**src/rtl/ntef_pkg.sv**
```systemverilog
// Shared types and constants of the nearest-target EMA filter.
`timescale 1ns / 1ps

package ntef_pkg;

	localparam int RANGE_W    = 13;
	localparam int ALPHA_W    = 9;
	localparam int MASK_W     = 3;
	localparam int CH_FIELD_W = 2;
	localparam int CH_IDX_W   = 3;
	localparam int ALPHA_SHIFT = 8;

	localparam logic [ALPHA_W-1:0] ALPHA_ONE = 9'd256;

	localparam logic [ALPHA_W-1:0] ALPHA_RESET     = 9'd51;
	localparam logic [RANGE_W-1:0] RANGE_MIN_RESET = 13'd1;
	localparam logic [RANGE_W-1:0] RANGE_MAX_RESET = 13'd6000;
	localparam logic [MASK_W-1:0]  ENABLE_RESET    = 3'b111;

	localparam logic [1:0] REG_ALPHA     = 2'd0;
	localparam logic [1:0] REG_RANGE_MIN = 2'd1;
	localparam logic [1:0] REG_RANGE_MAX = 2'd2;
	localparam logic [1:0] REG_ENABLE    = 2'd3;

	typedef struct packed {
		logic [CH_FIELD_W-1:0] channel;
		logic [7:0]            target_status;
		logic signed [15:0]    range_mm;
		logic                  last_target;
	} ntef_target_t;

	typedef struct packed {
		logic [CH_FIELD_W-1:0] out_channel;
		logic [RANGE_W-1:0]    filtered_mm;
		logic [RANGE_W-1:0]    raw_mm;
	} ntef_result_t;

	// One closed frame: channel and its nearest counted range.
	typedef struct packed {
		logic [CH_IDX_W-1:0] ch;
		logic [RANGE_W-1:0]  raw;
	} ntef_frame_t;

endpackage

```
**src/rtl/ntef_filter_core.sv**
```systemverilog
// Per-channel EMA read-modify-write pipeline around the filter memory.
`timescale 1ns / 1ps

module ntef_filter_core #(
	parameter int CHANNELS  = 3,
	parameter int FRAC_BITS = 8
) (
	input  logic                         clk,
	input  logic                         arst_n,
	input  logic [ntef_pkg::ALPHA_W-1:0] alpha_q8,
	input  logic                         frame_valid,
	output logic                         frame_stall,
	input  ntef_pkg::ntef_frame_t        frame,
	output logic                         result_valid,
	input  logic                         result_stall,
	output ntef_pkg::ntef_result_t       result
);

	localparam int CH_W = (CHANNELS > 1) ? $clog2(CHANNELS) : 1;
	localparam int SW   = ntef_pkg::RANGE_W + FRAC_BITS;
	localparam int DW   = SW + 1;
	localparam int PW   = DW + ntef_pkg::ALPHA_W + 1;

	logic [SW-1:0]   filt_mem [CHANNELS];
	logic [SW-1:0]   mem_rd_q;
	logic [CHANNELS-1:0] seeded_q;

	logic            wr_vld_q;
	logic [CH_W-1:0] wr_ch_q;
	logic [SW-1:0]   wr_data_q;

	logic                           s1_vld;
	logic [CH_W-1:0]                ch_s1;
	logic [ntef_pkg::RANGE_W-1:0]   raw_s1;

	logic                           s2_vld;
	logic [CH_W-1:0]                ch_s2;
	logic [ntef_pkg::RANGE_W-1:0]   raw_s2;
	logic [SW-1:0]                  filt_s2;
	logic signed [PW-1:0]           prod_s2;
	logic                           seed_s2;

	logic                           out_vld_q;
	ntef_pkg::ntef_result_t         out_q;

	logic out_free, s2_free, hazard, s1_move, s1_free, s1_load, s2_move;
	logic [CH_W-1:0]              frame_idx, rd_idx;
	logic [SW-1:0]                filt_cur, filt_new, raw_fix, lo_bound, hi_bound;
	logic                         seeded_cur;
	logic [ntef_pkg::ALPHA_W-1:0] alpha_eff;
	logic signed [DW-1:0]         diff;
	logic signed [PW-1:0]         prod, step, sum;
	logic                         in_bounds;

	// Handshake between stages
	assign out_free    = !out_vld_q || !result_stall;
	assign s2_free     = !s2_vld || out_free;
	assign hazard      = s1_vld && s2_vld && (ch_s1 == ch_s2);
	assign s1_move     = s1_vld && s2_free && !hazard;
	assign s1_free     = !s1_vld || s1_move;
	assign frame_stall = !s1_free;
	assign s1_load     = frame_valid && s1_free;
	assign s2_move     = s2_vld && out_free;

	assign frame_idx = CH_W'(frame.ch);
	assign rd_idx    = s1_load ? frame_idx : ch_s1;

	// Stage 1: pick the newest filter value, form the weighted step
	assign filt_cur   = (wr_vld_q && wr_ch_q == ch_s1) ? wr_data_q : mem_rd_q;
	assign seeded_cur = seeded_q[ch_s1];
	assign alpha_eff  = (alpha_q8 > ntef_pkg::ALPHA_ONE) ? ntef_pkg::ALPHA_ONE : alpha_q8;
	assign diff = $signed({1'b0, raw_s1, {FRAC_BITS{1'b0}}}) - $signed({1'b0, filt_cur});
	assign prod = $signed({1'b0, alpha_eff}) * diff;

	// Stage 2: floor shift and add, or seed
	assign raw_fix  = {raw_s2, {FRAC_BITS{1'b0}}};
	assign step     = prod_s2 >>> ntef_pkg::ALPHA_SHIFT;
	assign sum      = $signed({{(PW-SW){1'b0}}, filt_s2}) + step;
	assign filt_new = seed_s2 ? raw_fix : sum[SW-1:0];

	assign lo_bound  = (filt_s2 < raw_fix) ? filt_s2 : raw_fix;
	assign hi_bound  = (filt_s2 < raw_fix) ? raw_fix : filt_s2;
	assign in_bounds = (filt_new >= lo_bound) && (filt_new <= hi_bound);

	always_ff @(posedge clk) begin
		if (s2_move) begin
			filt_mem[ch_s2] <= filt_new;
		end
		mem_rd_q <= filt_mem[rd_idx];
	end

	always_ff @(posedge clk or negedge arst_n) begin
		if (!arst_n) begin
			s1_vld    <= 1'b0;
			s2_vld    <= 1'b0;
			out_vld_q <= 1'b0;
			wr_vld_q  <= 1'b0;
			seeded_q  <= '0;
		end else begin
			if (s1_load) begin
				s1_vld <= 1'b1;
			end else if (s1_move) begin
				s1_vld <= 1'b0;
			end
			if (s1_move) begin
				s2_vld <= 1'b1;
			end else if (s2_move) begin
				s2_vld <= 1'b0;
			end
			if (s2_move) begin
				out_vld_q <= 1'b1;
			end else if (!result_stall) begin
				out_vld_q <= 1'b0;
			end
			if (s2_move) begin
				wr_vld_q          <= 1'b1;
				seeded_q[ch_s2]   <= 1'b1;
			end
		end
	end

	always_ff @(posedge clk) begin
		if (s1_load) begin
			ch_s1  <= frame_idx;
			raw_s1 <= frame.raw;
		end
		if (s1_move) begin
			ch_s2   <= ch_s1;
			raw_s2  <= raw_s1;
			filt_s2 <= filt_cur;
			prod_s2 <= prod;
			seed_s2 <= !seeded_cur;
		end
		if (s2_move) begin
			wr_ch_q           <= ch_s2;
			wr_data_q         <= filt_new;
			out_q.out_channel <= ntef_pkg::CH_FIELD_W'(ch_s2);
			out_q.filtered_mm <= filt_new[SW-1:FRAC_BITS];
			out_q.raw_mm      <= raw_s2;
		end
	end

	assign result_valid = out_vld_q;
	assign result       = out_q;

	a_no_overlap: assert property (@(posedge clk) disable iff (!arst_n)
		s1_move && s2_vld |-> ch_s1 != ch_s2)
		else $error("filter update overtook a pending write of the same channel");

	a_update_bounded: assert property (@(posedge clk) disable iff (!arst_n)
		s2_vld && !seed_s2 |-> in_bounds)
		else $error("filter update left the span between old value and raw range");

	a_result_source: assert property (@(posedge clk) disable iff (!arst_n)
		$rose(out_vld_q) |-> $past(s2_vld))
		else $error("result appeared without a finished update");

	a_seed_marked: assert property (@(posedge clk) disable iff (!arst_n)
		s2_move |=> seeded_q[$past(ch_s2)])
		else $error("written channel not marked as seeded");

endmodule

```
**src/rtl/nearest_target_ema_filter.sv**
```systemverilog
// Top level of the nearest-target EMA filter: registers, frame accumulator, filter core.
`timescale 1ns / 1ps

// Nearest-target EMA filter. Each accepted item is one target record of a
// multi-target ranging frame for one channel. A record counts when its status
// is zero and its range is non-negative and within [range_min, range_max];
// the nearest counted range is held in a single frame accumulator shared by
// all channels. On the record that carries last_target, if a counted range
// exists, the channel's smoothed distance (unsigned Q13.FRAC_BITS, one entry
// per channel in a small synchronous memory) is seeded or updated as
// filt += floor(alpha*(raw - filt) / 256) and one result item is produced;
// alpha above 256 acts as 256. Records of a disabled or nonexistent channel
// are dropped without touching the accumulator. Rate: one item per cycle
// when not stalled. A result passes the memory read, multiply and output
// registers after its last record. Two frame ends of the same channel
// that would meet in the read-modify-write of the filter memory stall the
// later one until the earlier write is done; a stalled result holds the
// pipeline behind it. Registers sit at byte addresses 0 (alpha_q8), 4
// (range_min), 8 (range_max), 12 (enable_mask); write them only while the
// block is idle.
module nearest_target_ema_filter #(
	parameter int CHANNELS  = 3,
	parameter int FRAC_BITS = 8
) (
	input  logic                   clk,
	input  logic                   arst_n,
	input  logic                   psel,
	input  logic                   penable,
	input  logic                   pwrite,
	input  logic [3:0]             paddr,
	input  logic [31:0]            pwdata,
	output logic [31:0]            prdata,
	output logic                   pready,
	input  logic                   target_valid,
	output logic                   target_stall,
	input  ntef_pkg::ntef_target_t target,
	output logic                   result_valid,
	input  logic                   result_stall,
	output ntef_pkg::ntef_result_t result
);

	localparam logic [3:0] CH_COUNT = 4'(CHANNELS);

	// Configuration registers
	logic [ntef_pkg::ALPHA_W-1:0] alpha_q;
	logic [ntef_pkg::RANGE_W-1:0] range_min_q;
	logic [ntef_pkg::RANGE_W-1:0] range_max_q;
	logic [ntef_pkg::MASK_W-1:0]  enable_q;

	// Frame accumulator
	logic [ntef_pkg::RANGE_W-1:0] best_q;
	logic                         found_q;

	logic                         cfg_wr;
	logic                         accept;
	logic                         ch_ok, ch_en, active, counted, take;
	logic [3:0]                   mask_ext;
	logic [14:0]                  mag;
	logic [ntef_pkg::RANGE_W-1:0] best_next;
	logic                         found_next;
	logic                         frame_valid, frame_stall;
	ntef_pkg::ntef_frame_t        frame;

	assign pready = 1'b1;
	assign cfg_wr = psel && penable && pwrite;

	always_ff @(posedge clk or negedge arst_n) begin
		if (!arst_n) begin
			alpha_q     <= ntef_pkg::ALPHA_RESET;
			range_min_q <= ntef_pkg::RANGE_MIN_RESET;
			range_max_q <= ntef_pkg::RANGE_MAX_RESET;
			enable_q    <= ntef_pkg::ENABLE_RESET;
		end else if (cfg_wr) begin
			unique case (paddr[3:2])
				ntef_pkg::REG_ALPHA:     alpha_q     <= pwdata[ntef_pkg::ALPHA_W-1:0];
				ntef_pkg::REG_RANGE_MIN: range_min_q <= pwdata[ntef_pkg::RANGE_W-1:0];
				ntef_pkg::REG_RANGE_MAX: range_max_q <= pwdata[ntef_pkg::RANGE_W-1:0];
				ntef_pkg::REG_ENABLE:    enable_q    <= pwdata[ntef_pkg::MASK_W-1:0];
				default: ;
			endcase
		end
	end

	always_comb begin
		unique case (paddr[3:2])
			ntef_pkg::REG_ALPHA:     prdata = 32'(alpha_q);
			ntef_pkg::REG_RANGE_MIN: prdata = 32'(range_min_q);
			ntef_pkg::REG_RANGE_MAX: prdata = 32'(range_max_q);
			ntef_pkg::REG_ENABLE:    prdata = 32'(enable_q);
			default:                 prdata = '0;
		endcase
	end

	// Drop records of channels that do not exist or are switched off
	assign mask_ext = {1'b0, enable_q};
	assign ch_ok    = {2'b00, target.channel} < CH_COUNT;
	assign ch_en    = mask_ext[target.channel];
	assign active   = ch_ok && ch_en;

	// Count a record with good status and a range inside the window
	assign mag     = target.range_mm[14:0];
	assign counted = (target.target_status == 8'd0) && !target.range_mm[15]
		&& (mag >= 15'(range_min_q)) && (mag <= 15'(range_max_q));
	assign take       = counted && (!found_q || mag[12:0] < best_q);
	assign best_next  = take ? mag[12:0] : best_q;
	assign found_next = found_q || counted;

	// Close the frame into the filter core when a nearest range exists
	assign frame_valid  = target_valid && active && target.last_target && found_next;
	assign frame.ch     = ntef_pkg::CH_IDX_W'(target.channel);
	assign frame.raw    = best_next;
	assign target_stall = frame_stall;
	assign accept       = target_valid && !target_stall;

	always_ff @(posedge clk or negedge arst_n) begin
		if (!arst_n) begin
			best_q  <= '0;
			found_q <= 1'b0;
		end else if (accept && active) begin
			if (target.last_target) begin
				best_q  <= '0;
				found_q <= 1'b0;
			end else begin
				best_q  <= best_next;
				found_q <= found_next;
			end
		end
	end

	ntef_filter_core #(
		.CHANNELS  (CHANNELS),
		.FRAC_BITS (FRAC_BITS)
	) u_core (
		.clk          (clk),
		.arst_n       (arst_n),
		.alpha_q8     (alpha_q),
		.frame_valid  (frame_valid),
		.frame_stall  (frame_stall),
		.frame        (frame),
		.result_valid (result_valid),
		.result_stall (result_stall),
		.result       (result)
	);

	a_found_empty_after_last: assert property (@(posedge clk) disable iff (!arst_n)
		accept && active && target.last_target |=> !found_q && best_q == '0)
		else $error("frame accumulator not cleared after a last record");

	a_best_in_window: assert property (@(posedge clk) disable iff (!arst_n)
		accept && active && !target.last_target && take |=> found_q)
		else $error("counted record did not mark the frame as found");

	a_drop_keeps_acc: assert property (@(posedge clk) disable iff (!arst_n)
		accept && !active |=> $stable(best_q) && $stable(found_q))
		else $error("dropped record changed the frame accumulator");

endmodule

```
**config.mk**
```make
export PLATFORM = sky130hd
export DESIGN_NAME = nearest_target_ema_filter
export DESIGN_NICKNAME = d
export VERILOG_FILES = /design/src/rtl/ntef_pkg.sv /design/src/rtl/ntef_filter_core.sv /design/src/rtl/nearest_target_ema_filter.sv
export SDC_FILE = /design/constraint.sdc
export NUM_CORES = 1
export LEC_CHECK = 0
export BUFFER_PORTS_ARGS = -buffer_cell sky130_fd_sc_hd__buf_2
export CORE_ASPECT_RATIO = 0.8
export CORE_MARGIN = 2
export CORE_UTILIZATION = 30
export CTS_CLUSTER_DIAMETER = 120
export DETAILED_ROUTE_END_ITERATION = 8
export SYNTH_ARGS = -nofsm -noshare
export SYNTH_HDL_FRONTEND = slang
export SYNTH_HIERARCHICAL = 1
export SYNTH_SLANG_ARGS = --single-unit
export TNS_END_PERCENT = 100
```
**constraint.sdc**
```tcl
create_clock -name clk -period 11.9 [get_ports clk]
set_clock_uncertainty 0.1 [all_clocks]
set_input_delay 1.785 -clock clk [delete_from_list [all_inputs] [get_ports clk]]
set_output_delay 1.785 -clock clk [all_outputs]
set_load 0.1 [all_outputs]
```
==> flow_summary_export.csv, run 1 <==
group,metric,value,unit
status,status,"finished, final reports clean",
worst_setup_path,regToRegStartpoint,"u_core/ch_s1[1]",
detailed_routing,routed_wirelength,47.2,mm
finish,layout.nets,2240,
logic_synthesis,synthCells,1820,
logic_synthesis,synthTopCellsByArea,"edfxtp_1 27%, fa_1 16%, ha_1 8.2%",
hold_path,min_path_type,"reg -> reg",
place,dp.final_hpwl,36.2,mm
detailed_routing,wl_per_cell,17.1,um
clocking,worstSkewPairLatency,0.59,ns
global_routing,antenna_found_initial,1,
die,die_h,229,um
sta,relSlewSlack,10.4,%
finish,finalInstanceArea,0.0212,mm2
sta,worst-slew-pin-transition,1.33,ns
clocking,ctsHoldBuffers,0,
logic_synthesis,synthFlopType,"edfxtp_1",
pwr,p_comb_share,56.7,%
logic_synthesis,yosysTopAreaCell,"edfxtp_1",
worst_setup_path,cp-end-kind,"flip-flop",
worst_setup_path,cp_data_arrival_time,10.54,ns
logic_synthesis,async_reset_ff_share,23.4,%
pwr,p_int,2.64,mW
worst_setup_path,rrSetupSlack,1.59,ns
sta,finalCritPeriodShare,86.7,%
pwr,p_switching,1.92,mW
finish,diodes,0,
detailed_routing,via_count,13300,
clocking,post_cts_resized,0,
worst_setup_path,cpMostUsedCell,"fa_1",
pwr,ir_worst_vdd,185,uV
place,dpl_cell_area,0.0203,mm2
die,rows,82,
global_routing,globalRouteOverflowTotal,0,
clocking,cts.htree.levels,1,
pwr,powerDensity,215,mW/mm2
sta,fin_setup_tns,0,ns
worst_setup_path,worstPathMaxFanout,9,
clocking,cts_tree,"done",
worst_setup_path,crit_required,12.13,ns
hold_path,hp-start,"u_core/raw_s2[2]",
logic_synthesis,ys_seq_elements,252,
logic_synthesis,yosysWarnings,6,
clocking,cts_setup_buffers,0,
global_routing,grt_pass1_wl,74.5,mm
sta,fmax,0.0970,GHz
place,portBuffers,91,
clocking,cts_buffers,27,
worst_setup_path,path_class,"reg -> reg",
pwr,p_clk_share,18.8,%
pwr,p_seq_share,24.5,%
logic_synthesis,synth.distinct_cells,76,
detailed_routing,drc,0,
worst_setup_path,startpoint,"u_core/ch_s1[1]",
detailed_routing,dr.pass1.iters,5,
job,maxCapViolCount,0,
worst_setup_path,crit_path_top_delay_cell,"xnor2_1",
die,io-pin-count,133,
sta,drv_slew,0,
clocking,clkTransAtPathRegs,0.06,ns
die,start_util,30.3,%
die,die-width,285,um
global_routing,grt_use_total,14.3,%
finish,drive_gt1_share,12.0,%
detailed_routing,drtIter0Drc,989,
clocking,cts.sinks,252,
global_routing,grt_max_degree,60,
sta,finalHoldViolCount,0,
clocking,clock_path_buffers,3,
die,coreArea,0.0627,mm2
worst_setup_path,critPathLaunchType,"flip-flop",
pwr,leakage,9.22,nW
logic_synthesis,syn_avg_cell_area,10.4,um2
sta,fin_crit,10.31,ns
worst_setup_path,crit_path_max_incr_delay,0.78,ns
detailed_routing,ant_nets,0,
sta,rsz0062_at_grt,"false",
logic_synthesis,synth_edf_count,170,
pwr,switching_share,42.1,%
sta,finalSetupViolCount,0,
place,gp_congestion,0.862,
logic_synthesis,seq_area_frac_synth,37.1,%
finish,synthToLayoutAreaGrowth,11.6,%
logic_synthesis,syn_area,0.0190,mm2
logic_synthesis,synth_top_area_share,26.8,%
die,die-area,0.0654,mm2
global_routing,grt_pass1_vias,13500,
detailed_routing,routed_via_density,4.83,
clocking,cts_root_buf,"clkbuf_16",
==> path summary, 6_finish.rpt <==
check                                      to  cells past startpoint
max                        u_core/prod_s2[28]                     35
min                          u_core/result[2]                      0
max reg2reg                u_core/prod_s2[28]                     35
min reg2reg                  u_core/result[2]                      0
max in group asynchronous       u_core/s2_vld                      2
min in group asynchronous     range_min_q[11]                      2
==> worst max-delay path, delay by kind of cell (launching register included) <==
family | cells | cell delay, ns
adders and majority gates | 7 | 3.30
AOI/OAI and AO/OA | 13 | 3.01
xor gates and xnor gates | 4 | 1.33
and+or+nand+nor | 6 | 1.01
DFF | 1 | 0.61
buffers and inverters | 4 | 0.43
muxes | 1 | 0.27
==> routing by layer <==
layer,up-vias,GRT usage (%),wire [um]
met2,435,22.2,21000
li1,6217,-,-
met5,-,0,0
met4,0,2.47,694
met1,6602,20.8,22100
met3,56,3.00,3430
==> power groups by stage <==
stage	logic, mW	clock network (mW)	registers, mW
after global placement	2.53	0	1.13
after detailed placement	2.60	0	1.13
after global routing	2.98	0.918	1.12
after floorplan	2.07	0	1.12
after CTS	2.61	0.879	1.12
final	2.58	0.858	1.12
==> cell families after synthesis <==
kind of cell | share of synthesized area, %
fa+ha+maj | 24.5
flops | 37.1
compound gates | 8.88
buf+inv | 7.65
mux | 5.55
simple gates | 12.7
xor+xnor | 3.49
other cells | 0.0395
==> cells in the mapped netlist (all sizes together) (4+ instances only) <==
library cell  instances
a2111oi               9
a211o                 5
a211oi               12
a21o                 20
a21oi                89
a22o                  5
a31oi                 4
and2                 26
buf                  43
clkbuf               41
dfrtp                44
dfstp                15
dfxtp                23
edfxtp              170
fa                  152
ha                  124
inv                 261
maj3                  6
mux2                 31
mux2i                63
nand2               182
nand2b               17
nand3                17
nand4                22
nor2                126
nor2b                40
nor3                 21
nor3b                22
nor4                  4
o211ai                4
o21a                 12
o21ai                58
o21bai               12
o22ai                 4
o31ai                10
or2                   5
or3                   6
or4                   4
xnor2                53
xor2                 21
==> stage by stage <==
| stage | std cells | hold slack, ns | power (mW) | setup slack, ns | utilization [%] |
|---|---|---|---|---|---|
| global route | 2755 | 0.390 | 5.02 | 0.802 | 33.8 |
| CTS | 2755 | 0.371 | 4.60 | 1.62 | 33.8 |
| detailed placement | 2705 | 0.355 | 3.73 | 1.62 | 32.4 |
| finish | 2755 | 0.371 | 4.56 | 1.59 | 33.8 |
| floorplan | 1838 | 0.309 | 3.19 | 2.11 | - |
| global placement | 2705 | 0.350 | 3.66 | 1.79 | 32.4 |
==> final cells by class <==
| type | count | area, um2 |
|---|---|---|
| fillers | 6221 | 41500 |
| multi-input cells | 1241 | 10600 |
| flip-flops and latches | 252 | 7060 |
| well taps | 840 | 1050 |
| inverters | 261 | 980 |
| clock buffers | 34 | 732 |
| repair buffers | 111 | 606 |
| clock inverters | 16 | 159 |
==> layout by cell type, fill, tap and decap left out, types with 24 or more instances in the layout <==
cell and n:
a21oi_1 88, o21ai_0 57, fa_1 152, xnor2_1 51
buf_2 91, edfxtp_1 170, mux2i_1 60, inv_1 261
clkbuf_16 27, nand2_1 182, dfrtp_1 44, ha_1 124
nor2_1 126, nor2b_1 39, and2_1 26, mux2_2 24
==> registers in the layout, summed over array words and instances (netlist names), 2 cells and up <==
register,count
u_core/prod_s2,21
u_core/filt_mem,63
u_core/raw_s2,13
u_core/result,15
range_min_q,13
u_core/mem_rd_q,21
enable_q,3
range_max_q,13
u_core/ch_s2,2
u_core/wr_data_q,21
u_core/filt_s2,21
best_q,13
alpha_q,9
u_core/ch_s1,2
u_core/seeded_q,3
u_core/raw_s1,13
Power figures use the tool's default switching activity.
==> run 2, diff against run 1 <==
--- a/config.mk
+++ b/config.mk
@@ -8,7 +8,7 @@
 export BUFFER_PORTS_ARGS = -buffer_cell sky130_fd_sc_hd__buf_2
 export CORE_ASPECT_RATIO = 0.8
 export CORE_MARGIN = 2
-export CORE_UTILIZATION = 30
+export CORE_UTILIZATION = 35
 export CTS_CLUSTER_DIAMETER = 120
 export DETAILED_ROUTE_END_ITERATION = 8
 export SYNTH_ARGS = -nofsm -noshare
==> run 2 against run 1 <==
  * Flip-flop and latch count stayed put
  * Largest cell class unchanged
  * Hold slack got worse by 0.0022 ns
  * Core utilization up 5.5 points
  * Sequential power about the same
  * Final cell count decreased by 5.0%
  * Cell area is 0.48% lower
  * Critical path depth fell by 2
  * Clock-buffer cell count did not move
==> flow_summary_export.csv, run 2 (synthesis gave the netlist of run 1 again) <==
group,metric,value,unit
worst_setup_path,path_class,"reg -> reg",
detailed_routing,routed_via_density,5.07,
detailed_routing,drc,0,
die,start_util,35.4,%
worst_setup_path,critPathLaunchType,"flip-flop",
hold_path,min_path_type,"reg -> reg",
hold_path,hold_end,"u_core/seeded_q[0]",
worst_setup_path,crit_path_max_incr_delay,0.90,ns
sta,drv_slew,0,
sta,finalHoldViolCount,0,
clocking,clock_path_buffers,3,
sta,finalSetupViolCount,0,
place,dp.final_hpwl,35.2,mm
global_routing,grt_use_total,16.5,%
finish,top_register,"u_core/filt_mem",
worst_setup_path,cp_num_buf_inv,3,
detailed_routing,routed_wirelength,46.0,mm
die,rows,76,
pwr,p_total,4.62,mW
global_routing,antenna_found_initial,2,
place,gp_congestion,0.859,
detailed_routing,ant_nets,0,
place,preCtsSetupSlack,1.68,ns
global_routing,use_met1,23.2,%
global_routing,grt_pass1_wl,73.1,mm
clocking,cts.htree.levels,1,
clocking,ctsHoldBuffers,0,
worst_setup_path,cp-end-kind,"flip-flop",
finish,largest_reg_flops,63,
worst_setup_path,regToRegStartpoint,"u_core/ch_s1[0]",
worst_setup_path,rrSetupSlack,1.65,ns
global_routing,grtUsageMet3,2.78,%
sta,finalCritPeriodShare,86.2,%
place,portBuffers,91,
pwr,powerDensity,219,mW/mm2
detailed_routing,wl_per_cell,17.6,um
pwr,leakage,9.24,nW
worst_setup_path,cpMostUsedCell,"fa_1",
global_routing,met2_usage,27.1,%
sta,fin_crit,10.25,ns
die,die_h,212,um
worst_setup_path,cp_data_arrival_time,10.44,ns
finish,layout_common_cells,"261 x inv_1, 182 x nand2_1, 170 x edfxtp_1",
hold_path,hp-start,"u_core/seeded_q[0]",
clocking,clkTransAtPathRegs,0.07,ns
finish,final_common_cell,"inv_1",
global_routing,grt_max_degree,60,
hold_path,hold_depth,1,
die,die-area,0.0562,mm2
finish,fillers,5168,
detailed_routing,dr.pass1.iters,5,
sta,setup_slack,1.65,ns
job,maxCapViolCount,0,
finish,drive_gt1_share,11.9,%
clocking,cts_tree,"done",
global_routing,grt_pass1_vias,13400,
worst_setup_path,r2r-end,"u_core/prod_s2[28]",
die,io-pin-count,133,
worst_setup_path,crit_required,12.09,ns
worst_setup_path,worstPathMaxFanout,32,
status,status,"finished, final reports clean",
detailed_routing,drtIter0Drc,736,
detailed_routing,via_count,13300,
clocking,cts_setup_buffers,0,
sta,rsz0062_at_grt,"false",
finish,layout.nets,2241,
sta,worst-slew-pin-transition,1.17,ns
worst_setup_path,r2r_cells,33,
sta,fin_setup_tns,0,ns
clocking,cts_root_buf,"clkbuf_16",
sta,relSlewSlack,21.4,%
clocking,worstSkewPairLatency,0.55,ns
worst_setup_path,crit_path_top_delay_cell,"xnor2_1",
global_routing,top_usage_layer,"met2",
sta,fmax,0.0975,GHz
finish,diodes,0,
global_routing,globalRouteOverflowTotal,0,
die,die-width,265,um
die,coreArea,0.0537,mm2
worst_setup_path,cpLargestDelayFamily,"adder cells",
clocking,post_cts_resized,0,
clocking,cts.sinks,252,
pwr,ir_worst_vdd,213,uV
finish,synthToLayoutAreaGrowth,11.0,%
clocking,cts_buffers,26,
run 2: cell count changes in the layout (fill, tap and decap cells not counted), sizes merged:
cell    delta
bufinv     +3
inv        -3
buf        +2
clkinv     -2
run 2: area by class of cell:
| type | instances | area [um2] | share of cell area (%) |
|---|---|---|---|
| clock inverters | 14 | 228 | 1.08 |
| repair buffers | 113 | 621 | 2.94 |
| flip-flops and latches | 252 | 7060 | 33.4 |
| inverters | 261 | 980 | 4.64 |
| well taps | 702 | 878 | 4.16 |
| clock buffers | 34 | 722 | 3.42 |
| multi-input cells | 1241 | 10600 | 50.3 |
run 2: how the worst max path moves through the flow:
| stage | startpoint | end | slack (ns) | depth (start not counted) |
|---|---|---|---|---|
| after floorplan | u_core/result[27] | u_core/prod_s2[28] | 2.11 | 37 |
| after global placement | u_core/ch_s1[1] | u_core/prod_s2[28] | 1.85 | 34 |
| after detailed placement | u_core/ch_s1[1] | u_core/prod_s2[28] | 1.68 | 33 |
| after CTS | u_core/ch_s1[1] | u_core/prod_s2[28] | 1.64 | 33 |
| after global routing | u_core/ch_s1[1] | u_core/prod_s2[28] | 1.04 | 34 |
| final | u_core/ch_s1[0] | u_core/prod_s2[28] | 1.65 | 33 |
run 2: metal layers:
| layer | wire [um] | share of wire, % |
|---|---|---|
| met5 | 26 | 0.056 |
| met4 | 801 | 1.7 |
| met3 | 2610 | 5.7 |
| met2 | 21200 | 46 |
| met1 | 21400 | 47 |
run 2: power by group:
group          internal [mW]  switching [mW]
Combinational           1.07            1.53
Clock                  0.541           0.359
Sequential              1.09          0.0268
Total                   2.70            1.92
run 2: metrics by stage:
stage | util (%) | instance area, um2 | std cells | hold slack (ns)
3_5_place_dp | 37.5 | 20200 | 2569 | 0.354
3_3_place_gp | 37.5 | 20200 | 2569 | 0.353
5_1_grt | 39.3 | 21100 | 2617 | 0.388
4_1_cts | 39.3 | 21100 | 2617 | 0.370
6_report | 39.3 | 21100 | 2617 | 0.369
2_1_floorplan | - | 19100 | 1838 | 0.309
